### config.mk
export PLATFORM = sky130hd
export DESIGN_NAME = bounded_random_from_wide_lcg_unit
export DESIGN_NICKNAME = d
export VERILOG_FILES = /design/src/rtl/brwl_pkg.sv /design/src/rtl/brwl_ctrl.sv /design/src/rtl/brwl_dp.sv /design/src/rtl/bounded_random_from_wide_lcg_unit.sv
export SDC_FILE = /design/constraint.sdc
export NUM_CORES = 2
export LEC_CHECK = 0
export BUFFER_PORTS_ARGS = -buffer_cell sky130_fd_sc_hd__clkbuf_2
export CAP_MARGIN = 25
export CORE_MARGIN = 5
export CORE_UTILIZATION = 60
export CTS_CLUSTER_SIZE = 28
export DETAILED_ROUTE_END_ITERATION = 12
export GPL_TIMING_DRIVEN = 1
export PLACE_DENSITY_LB_ADDON = 0.15
export SLEW_MARGIN = 25
export SYNTH_ARGS = -nofsm -noshare
export SYNTH_HDL_FRONTEND = slang
export SYNTH_SLANG_ARGS = --single-unit
### constraint.sdc
create_clock -name clk -period 24.9 [get_ports clk]
set_input_delay 4.98 -clock clk [delete_from_list [all_inputs] [get_ports clk]]
set_output_delay 4.98 -clock clk [all_outputs]
set_load 0.05 [all_outputs]
### src/rtl/brwl_pkg.sv
`default_nettype none

package brwl_pkg;

    // Generator geometry
    localparam int WORD_COUNT          = 11;
    localparam int ADVANCES_PER_REFILL = 13;
    localparam int BITS_PER_WORD       = 30;
    localparam int STOP_WORD           = 5;
    localparam int STOP_BIT            = 15;
    localparam int MAX_ATTEMPTS        = 4096;

    // Field and register widths
    localparam int RANGE_W = 7;
    localparam int VALUE_W = 6;
    localparam int MULT_W  = 16;
    localparam int INCR_W  = 30;
    localparam int CFG_W   = 30;
    localparam int CFG_IDX_W = 1;

    localparam logic [MULT_W-1:0] MULT_RESET = 16'd33343;
    localparam logic [INCR_W-1:0] INCR_RESET = 30'd902761;
    localparam logic [RANGE_W-1:0] RANGE_MAX = 7'd64;

    // Derived widths
    localparam int WORD_IDX_W = (WORD_COUNT > 1) ? $clog2(WORD_COUNT) : 1;
    localparam int BIT_IDX_W  = (BITS_PER_WORD > 1) ? $clog2(BITS_PER_WORD) : 1;
    localparam int REP_W      = (ADVANCES_PER_REFILL > 1) ? $clog2(ADVANCES_PER_REFILL) : 1;
    localparam int ATTEMPT_W  = $clog2(MAX_ATTEMPTS);
    localparam int PROD_W     = MULT_W + BITS_PER_WORD;
    localparam int SUM_W      = INCR_W + 1;

    typedef logic [BITS_PER_WORD-1:0] lcg_word_t;

    typedef enum logic [CFG_IDX_W-1:0] {
        CFG_MULTIPLIER = 1'b0,
        CFG_INCREMENT  = 1'b1
    } cfg_reg_t;

    typedef enum logic [1:0] {
        ST_IDLE,
        ST_DRAW,
        ST_MUL,
        ST_ADD
    } ctrl_state_t;

    typedef struct packed {
        logic start;
        logic step;
        logic refill_start;
        logic mul;
        logic add;
    } dp_cmd_t;

    typedef struct packed {
        logic zero_range;
        logic at_stop;
        logic finish;
        logic out_free;
        logic last_word;
        logic last_rep;
    } dp_stat_t;

    function automatic lcg_word_t seed_word(input logic [WORD_IDX_W-1:0] idx);
        logic [31:0] s;
        case (idx)
            4'd0:    s = 32'd1276095297;
            4'd1:    s = 32'd1191902957;
            4'd2:    s = 32'd1599290432;
            4'd3:    s = 32'd693925063;
            4'd4:    s = 32'd569902669;
            4'd5:    s = 32'd677092687;
            4'd6:    s = 32'd1938724611;
            4'd7:    s = 32'd969352630;
            4'd8:    s = 32'd1659091758;
            4'd9:    s = 32'd671380899;
            4'd10:   s = 32'd1719302732;
            default: s = 32'd0;
        endcase
        return s[BITS_PER_WORD-1:0];
    endfunction

endpackage

`default_nettype wire

### src/rtl/brwl_ctrl.sv
`default_nettype none

module brwl_ctrl (
    input  wire logic               clk,
    input  wire logic               rst_n,
    input  wire logic               in_valid,
    output logic                    in_stall,
    input  wire brwl_pkg::dp_stat_t stat,
    output brwl_pkg::dp_cmd_t       cmd
);
    import brwl_pkg::*;

    ctrl_state_t state_reg;
    ctrl_state_t state_next;

    always_ff @(posedge clk or negedge rst_n)
    begin
        if (!rst_n)
        begin
            state_reg <= ST_IDLE;
        end
        else
        begin
            state_reg <= state_next;
        end
    end

    always_comb
    begin
        state_next = state_reg;
        cmd        = '0;
        in_stall   = (state_reg != ST_IDLE);
        unique case (state_reg)
            ST_IDLE:
            begin
                if (in_valid)
                begin
                    cmd.start  = 1'b1;
                    state_next = ST_DRAW;
                end
            end
            ST_DRAW:
            begin
                // a zero range returns before any bit is read
                if (stat.at_stop && !stat.zero_range)
                begin
                    cmd.refill_start = 1'b1;
                    state_next       = ST_MUL;
                end
                else if (!stat.finish || stat.out_free)
                begin
                    cmd.step = 1'b1;
                    if (stat.finish)
                    begin
                        state_next = ST_IDLE;
                    end
                end
            end
            ST_MUL:
            begin
                cmd.mul    = 1'b1;
                state_next = ST_ADD;
            end
            ST_ADD:
            begin
                cmd.add = 1'b1;
                if (stat.last_word && stat.last_rep)
                begin
                    state_next = ST_DRAW;
                end
                else
                begin
                    state_next = ST_MUL;
                end
            end
            default:
            begin
                state_next = ST_IDLE;
            end
        endcase
    end

endmodule

`default_nettype wire

### src/rtl/brwl_dp.sv
`default_nettype none

module brwl_dp (
    input  wire logic                           clk,
    input  wire logic                           rst_n,
    input  wire logic [brwl_pkg::RANGE_W-1:0]   range_size,
    output logic      [brwl_pkg::VALUE_W-1:0]   random_value,
    output logic                                out_valid,
    input  wire logic                           out_stall,
    input  wire logic                           cfg_valid,
    input  wire logic [brwl_pkg::CFG_IDX_W-1:0] cfg_index,
    input  wire logic [brwl_pkg::CFG_W-1:0]     cfg_data,
    input  wire brwl_pkg::dp_cmd_t              cmd,
    output brwl_pkg::dp_stat_t                  stat
);
    import brwl_pkg::*;

    lcg_word_t                  words_reg [WORD_COUNT];
    logic [WORD_IDX_W-1:0]      word_ptr_reg;
    logic [BIT_IDX_W-1:0]       bit_ptr_reg;
    logic [MULT_W-1:0]          mult_reg;
    logic [INCR_W-1:0]          incr_reg;

    logic [RANGE_W-1:0]         n_reg;
    logic [VALUE_W-1:0]         r_reg;
    logic [VALUE_W-1:0]         v_reg;
    logic [ATTEMPT_W-1:0]       attempt_reg;

    logic [WORD_IDX_W-1:0]      adv_idx_reg;
    logic [REP_W-1:0]           rep_reg;
    logic [PROD_W-1:0]          prod_reg;
    logic [MULT_W-1:0]          mc_reg;
    logic [INCR_W-1:0]          ac_reg;

    logic [VALUE_W-1:0]         value_reg;
    logic                       out_valid_reg;

    logic [WORD_IDX_W-1:0]      rd_addr;
    lcg_word_t                  rd_word;
    logic                       bit_val;
    logic [RANGE_W-1:0]         r_new;
    logic [VALUE_W-1:0]         v_new;
    logic                       draw_end;
    logic                       accept;
    logic                       last_attempt;
    logic [VALUE_W-1:0]         result;
    logic [VALUE_W-1:0]         v_top;
    logic [PROD_W-1:0]          mac;
    logic [SUM_W-1:0]           sum;
    logic                       load_out;

    // weight of the first bit of a draw: ceil(log2 n) bits, at least one
    function automatic logic [VALUE_W-1:0] top_weight(input logic [RANGE_W-1:0] n);
        logic [VALUE_W-1:0] w;
        if (n <= 7'd2)
            w = 6'd1;
        else if (n <= 7'd4)
            w = 6'd2;
        else if (n <= 7'd8)
            w = 6'd4;
        else if (n <= 7'd16)
            w = 6'd8;
        else if (n <= 7'd32)
            w = 6'd16;
        else
            w = 6'd32;
        return w;
    endfunction

    assign v_top   = top_weight(n_reg);
    assign rd_addr = cmd.mul ? adv_idx_reg : word_ptr_reg;
    assign rd_word = words_reg[rd_addr];
    assign bit_val = rd_word[bit_ptr_reg];

    assign r_new        = {1'b0, r_reg} + {1'b0, (bit_val ? v_reg : {VALUE_W{1'b0}})};
    assign v_new        = v_reg >> 1;
    assign draw_end     = (v_new == '0) || (r_new >= n_reg);
    assign accept       = (r_new < n_reg);
    assign last_attempt = (attempt_reg == ATTEMPT_W'(MAX_ATTEMPTS - 1));
    assign result       = accept ? r_new[VALUE_W-1:0] : {VALUE_W{1'b0}};

    assign mac = prod_reg + {{(PROD_W-MULT_W){1'b0}}, mc_reg};
    assign sum = {{(SUM_W-BITS_PER_WORD){1'b0}}, mac[BITS_PER_WORD-1:0]}
               + {1'b0, ac_reg};

    assign stat.zero_range = (n_reg == '0);
    assign stat.at_stop    = (word_ptr_reg == WORD_IDX_W'(STOP_WORD))
                          && (bit_ptr_reg == BIT_IDX_W'(STOP_BIT));
    assign stat.finish     = (n_reg == '0) || (draw_end && (accept || last_attempt));
    assign stat.out_free   = !out_valid_reg || !out_stall;
    assign stat.last_word  = (adv_idx_reg == WORD_IDX_W'(WORD_COUNT - 1));
    assign stat.last_rep   = (rep_reg == REP_W'(ADVANCES_PER_REFILL - 1));

    assign load_out     = cmd.step && stat.finish;
    assign out_valid    = out_valid_reg;
    assign random_value = value_reg;

    // configuration registers
    always_ff @(posedge clk or negedge rst_n)
    begin
        if (!rst_n)
        begin
            mult_reg <= MULT_RESET;
            incr_reg <= INCR_RESET;
        end
        else if (cfg_valid)
        begin
            unique case (cfg_reg_t'(cfg_index))
                CFG_MULTIPLIER: mult_reg <= cfg_data[MULT_W-1:0];
                CFG_INCREMENT:  incr_reg <= cfg_data[INCR_W-1:0];
                default:        ;
            endcase
        end
    end

    // generator state and read pointer
    always_ff @(posedge clk or negedge rst_n)
    begin
        if (!rst_n)
        begin
            for (int i = 0; i < WORD_COUNT; i++)
            begin
                words_reg[i] <= seed_word(WORD_IDX_W'(i));
            end
            word_ptr_reg <= WORD_IDX_W'(WORD_COUNT - 1);
            bit_ptr_reg  <= BIT_IDX_W'(BITS_PER_WORD - 1);
            rep_reg      <= '0;
            adv_idx_reg  <= '0;
        end
        else
        begin
            if (cmd.refill_start)
            begin
                adv_idx_reg <= '0;
                rep_reg     <= '0;
            end
            else if (cmd.add)
            begin
                words_reg[adv_idx_reg] <= sum[BITS_PER_WORD-1:0];
                if (stat.last_word)
                begin
                    adv_idx_reg <= '0;
                    if (stat.last_rep)
                    begin
                        rep_reg      <= '0;
                        word_ptr_reg <= WORD_IDX_W'(WORD_COUNT - 1);
                        bit_ptr_reg  <= BIT_IDX_W'(BITS_PER_WORD - 1);
                    end
                    else
                    begin
                        rep_reg <= rep_reg + 1'b1;
                    end
                end
                else
                begin
                    adv_idx_reg <= adv_idx_reg + 1'b1;
                end
            end
            else if (cmd.step && !stat.zero_range)
            begin
                // advance the pointer one bit, wrapping to the top word
                if (bit_ptr_reg == '0)
                begin
                    bit_ptr_reg  <= BIT_IDX_W'(BITS_PER_WORD - 1);
                    word_ptr_reg <= (word_ptr_reg == '0) ? WORD_IDX_W'(WORD_COUNT - 1)
                                                         : word_ptr_reg - 1'b1;
                end
                else
                begin
                    bit_ptr_reg <= bit_ptr_reg - 1'b1;
                end
            end
        end
    end

    // multiply-accumulate carries; the carry of the increment starts at c
    always_ff @(posedge clk)
    begin
        if (cmd.mul)
        begin
            prod_reg <= PROD_W'(mult_reg) * PROD_W'(rd_word);
        end
        if (cmd.refill_start || (cmd.add && stat.last_word))
        begin
            mc_reg <= '0;
            ac_reg <= incr_reg;
        end
        else if (cmd.add)
        begin
            mc_reg <= mac[PROD_W-1:BITS_PER_WORD];
            ac_reg <= INCR_W'(sum >> BITS_PER_WORD);
        end
    end

    // draw registers
    always_ff @(posedge clk)
    begin
        if (cmd.start)
        begin
            n_reg       <= (range_size > RANGE_MAX) ? RANGE_MAX : range_size;
            r_reg       <= '0;
            v_reg       <= top_weight((range_size > RANGE_MAX) ? RANGE_MAX : range_size);
            attempt_reg <= '0;
        end
        else if (cmd.step)
        begin
            if (draw_end && !stat.finish)
            begin
                // reject and draw again
                r_reg       <= '0;
                v_reg       <= v_top;
                attempt_reg <= attempt_reg + 1'b1;
            end
            else
            begin
                r_reg <= r_new[VALUE_W-1:0];
                v_reg <= v_new;
            end
        end
    end

    // output register
    always_ff @(posedge clk or negedge rst_n)
    begin
        if (!rst_n)
        begin
            out_valid_reg <= 1'b0;
        end
        else if (load_out)
        begin
            out_valid_reg <= 1'b1;
        end
        else if (!out_stall)
        begin
            out_valid_reg <= 1'b0;
        end
    end

    always_ff @(posedge clk)
    begin
        if (load_out)
        begin
            value_reg <= stat.zero_range ? {VALUE_W{1'b0}} : result;
        end
    end

endmodule

`default_nettype wire

### src/rtl/bounded_random_from_wide_lcg_unit.sv
// A range size of 0 gives its item without reading a bit; otherwise bits are read one at a
// time (1 to 6 per draw, repeated on rejection). When the read pointer reaches word 5 bit 15,
// a refill runs first: a setup step, then 13 advances of 11 words, each word a multiply and
// an add on one 16x30 multiplier. A finished result waits while the output register holds
// a stalled item. The next request is taken the cycle after a result; the output register
// lets it start while a result waits. Reset: state words to the seed table, pointer to 10/29.
`default_nettype none

module bounded_random_from_wide_lcg_unit (
    input  wire logic                           clk,
    input  wire logic                           rst_n,
    input  wire logic                           in_valid,
    output logic                                in_stall,
    input  wire logic [brwl_pkg::RANGE_W-1:0]   range_size,
    output logic                                out_valid,
    input  wire logic                           out_stall,
    output logic      [brwl_pkg::VALUE_W-1:0]   random_value,
    input  wire logic                           cfg_valid,
    output logic                                cfg_ready,
    input  wire logic [brwl_pkg::CFG_IDX_W-1:0] cfg_index,
    input  wire logic [brwl_pkg::CFG_W-1:0]     cfg_data
);
    import brwl_pkg::*;

    dp_cmd_t  cmd;
    dp_stat_t stat;

    assign cfg_ready = 1'b1;

    brwl_ctrl u_ctrl (
        .clk      (clk),
        .rst_n    (rst_n),
        .in_valid (in_valid),
        .in_stall (in_stall),
        .stat     (stat),
        .cmd      (cmd)
    );

    brwl_dp u_dp (
        .clk          (clk),
        .rst_n        (rst_n),
        .range_size   (range_size),
        .random_value (random_value),
        .out_valid    (out_valid),
        .out_stall    (out_stall),
        .cfg_valid    (cfg_valid && cfg_ready),
        .cfg_index    (cfg_index),
        .cfg_data     (cfg_data),
        .cmd          (cmd),
        .stat         (stat)
    );

endmodule

`default_nettype wire
==> results.json <==
{
  "outcome": "finished clean",
  "syn_area_per_cell_um2": 9.85,
  "avgRoutedWirePerCell_um": 22.2,
  "die_x_um": 272,
  "power_frac_seq_pct": 22.3,
  "gp_congestion": 0.911,
  "worst_slack_ns": 14.50,
  "grt_pass1_vias": 31400,
  "path_common_cell": "fa_1",
  "wl_met2_um": 54300,
  "final_common_cell": "nand2_1",
  "critical_path_arrival_ns": 10.77,
  "clock_path_buffers": 3,
  "cts_tree": "yes",
  "path_class": "reg -> reg",
  "drtIter0Drc": 2605,
  "hold-path-cell-count": 2,
  "htreeDepth": 2,
  "skew_ns": 0.0286,
  "numCtsBuffers": 54,
  "cap_violations": 0,
  "core_mm2": 0.0683,
  "layout.nets": 4750,
  "post_cts_buffers": 0,
  "r2r_end": "u_dp.prod_reg[43]",
  "synth_edf_count": 95,
  "cts_resized": 0,
  "reg2regPathDepth": 28,
  "std_cell_rows": 96,
  "firstDrtPassIters": 6,
  "place_ws_ns": 14.61,
  "cp_max_fo": 51,
  "grt_max_degree": 174,
  "synthCells": 4191,
  "start_kind": "flip-flop",
  "intPower_mw": 2.60,
  "syn_nets": 4811,
  "swShare_pct": 47.0,
  "drive_gt1_share_pct": 15.5,
  "clock_latency_ns": 0.62,
  "path_clk_slew_ns": 0.06,
  "p_leak_nw": 19.9,
  "max_stage_delay_ns": 0.75,
  "p_comb_share_pct": 60.5,
  "end_kind": "flip-flop",
  "dp_hpwl_um": 77800,
  "synth_seq_cells": 525,
  "clock-sinks": 525,
  "synthArstFlopShare_pct": 75.4,
  "p_per_area_mw_per_mm2": 111,
  "dr_wl_met3_um": 7610,
  "clockPowerShare_pct": 17.2,
  "seq_area_frac_synth_pct": 33.2,
  "setup_viol": 0,
  "largest_register_ffs": 330,
  "drc": 0,
  "io_pins": 52,
  "regToRegStartpoint": "u_ctrl.state_reg[0]",
  "slew_headroom_pct": 25.3,
  "worst_path_max_delay_cell": "buf_4",
  "timing.final.max_slew_violations": 0,
  "min_period_over_period_pct": 41.8,
  "antenna_found_initial": 3,
  "hold_violations": 0,
  "rsz0062_at_grt": "no",
  "grt-ovfl-total": 0,
  "p_switching_mw": 2.31,
  "synth-main-ff-cell": "dfrtp_1",
  "synth_area_mm2": 0.0413,
  "dieArea_mm2": 0.0741,
  "hold_ws_ns": 0.458,
  "fp.dieH_um": 272,
  "clockRootBuffer": "clkbuf_16",
  "synthDistinctLibCells": 85,
  "numPortBuffers": 50,
  "yosysWarningCount": 0,
  "m1WireLength_um": 45200,
  "mostFrequentLayoutCells": "677 x nand2_1, 478 x inv_1, 393 x fa_1",
  "grt_util_all_layers_pct": 30.7,
  "r2r_slack_ns": 14.50,
  "holdCritStartpoint": "u_dp.words_reg[170]",
  "route.top_layer_used": "met5",
  "clock.fmax_ghz": 0.0962,
  "vias": 30400,
  "area.growth.synth_to_final_pct": 7.27,
  "worst_pin_slew_ns": 1.12,
  "grt_pass1_wl_um": 178000,
  "hold_path_class": "reg -> reg",
  "setup_tns_ns": 0,
  "start_util_pct": 60.4,
  "cp.required_ns": 25.27,
  "min_to": "u_dp.words_reg[170]",
  "antenna_left": 0,
  "antenna_cells": 0,
  "fin_crit_ns": 10.40,
  "routed_wirelength_um": 112000,
  "peakVddDrop_uv": 117,
  "vias_per_cell": 6.02,
  "ctsHoldBuffers": 0
}
cells in the mapped netlist, drive strengths merged (14+ instances only):
library cell / number / area, um2
xor2: 31 / 272
and3: 31 / 194
nand2: 682 / 2560
mux2: 159 / 1790
and2: 198 / 1240
nand2b: 33 / 206
clkbuf: 196 / 736
a21oi: 139 / 699
inv: 479 / 1800
o22ai: 15 / 93.8
a22oi: 17 / 128
mux2i: 47 / 478
dfstp: 193 / 5070
edfxtp: 95 / 2850
nor2b: 59 / 369
dfxtp: 34 / 681
xnor2: 92 / 806
o21bai: 14 / 105
a211oi: 33 / 260
nand4: 17 / 106
nand3: 52 / 260
o21ai: 309 / 1550
mux4: 36 / 826
nor3: 34 / 170
ha: 184 / 2300
a31oi: 21 / 131
fa: 393 / 7870
o31ai: 24 / 180
nor4: 14 / 87.6
a21o: 45 / 338
nor2: 103 / 387
buf: 46 / 272
dfrtp: 203 / 5080
final cells by class:
type,instances,area [um2]
clock inverter,23,220
fill,5554,24100
multi-input combinational,2943,25000
inverter,481,1810
timing repair buffer,125,840
clock buffer,79,1640
tap,882,1100
sequential,525,13700
critical path: cells and delay by family, from the launching register on:
kind	cells	cell delay (ns)
buf+inv	6	1.33
xor+xnor	1	0.09
mux	2	1.29
simple gates	2	0.48
flops	1	0.46
compound gates	10	3.11
fa+ha+maj	7	3.32
metal layers:
metal | global-route usage (%) | vias to the layer above
li1 | - | 13700
met1 | 40.8 | 15400
met2 | 51.4 | 1088
met3 | 4.51 | 283
met4 | 12.3 | 2
met5 | 0 | -
power by group through the flow:
stage	registers (mW)	clock network, mW	logic (mW)
finish	1.09	0.842	2.97
global route	1.10	0.888	3.31
CTS	1.09	0.852	2.96
detailed placement	1.11	0	2.93
global placement	1.11	0	2.88
floorplan	1.07	0	2.09
through the flow:
| stage | util, % | area, um2 | cells | total power, mW |
|---|---|---|---|---|
| floorplan | - | 41300 | 4191 | 3.16 |
| global placement | 61.9 | 42300 | 4956 | 3.99 |
| detailed placement | 62.0 | 42400 | 4956 | 4.04 |
| CTS | 64.7 | 44200 | 5058 | 4.90 |
| global route | 64.8 | 44300 | 5058 | 5.30 |
| finish | 64.8 | 44300 | 5058 | 4.91 |
worst max-delay path by stage:
stage                                   start                end  slack, ns  depth (start not counted)
after floorplan           u_ctrl.state_reg[0]  u_dp.prod_reg[43]      15.98                         28
after global placement    u_ctrl.state_reg[0]  u_dp.prod_reg[43]      14.86                         28
after detailed placement  u_ctrl.state_reg[0]  u_dp.prod_reg[43]      14.61                         28
after CTS                 u_ctrl.state_reg[0]  u_dp.prod_reg[43]      14.58                         28
after global routing      u_ctrl.state_reg[0]  u_dp.prod_reg[43]      13.93                         28
final                     u_ctrl.state_reg[0]  u_dp.prod_reg[43]      14.50                         28
logic make-up (layout without fill, tap and decap cells):
group / Yosys count / after routing / share of synthesized area [%]
simple gates: 1263 / 1263 / 14.3
compound gates: 737 / 737 / 11.0
buf+inv: 723 / 708 / 6.82
fa+ha+maj: 577 / 577 / 24.6
flops: 525 / 525 / 33.2
mux: 242 / 242 / 7.51
xor+xnor: 123 / 123 / 2.61
other cells: 1 / 1 / 0.00909
No activity file was read; power rests on OpenSTA's default activity.
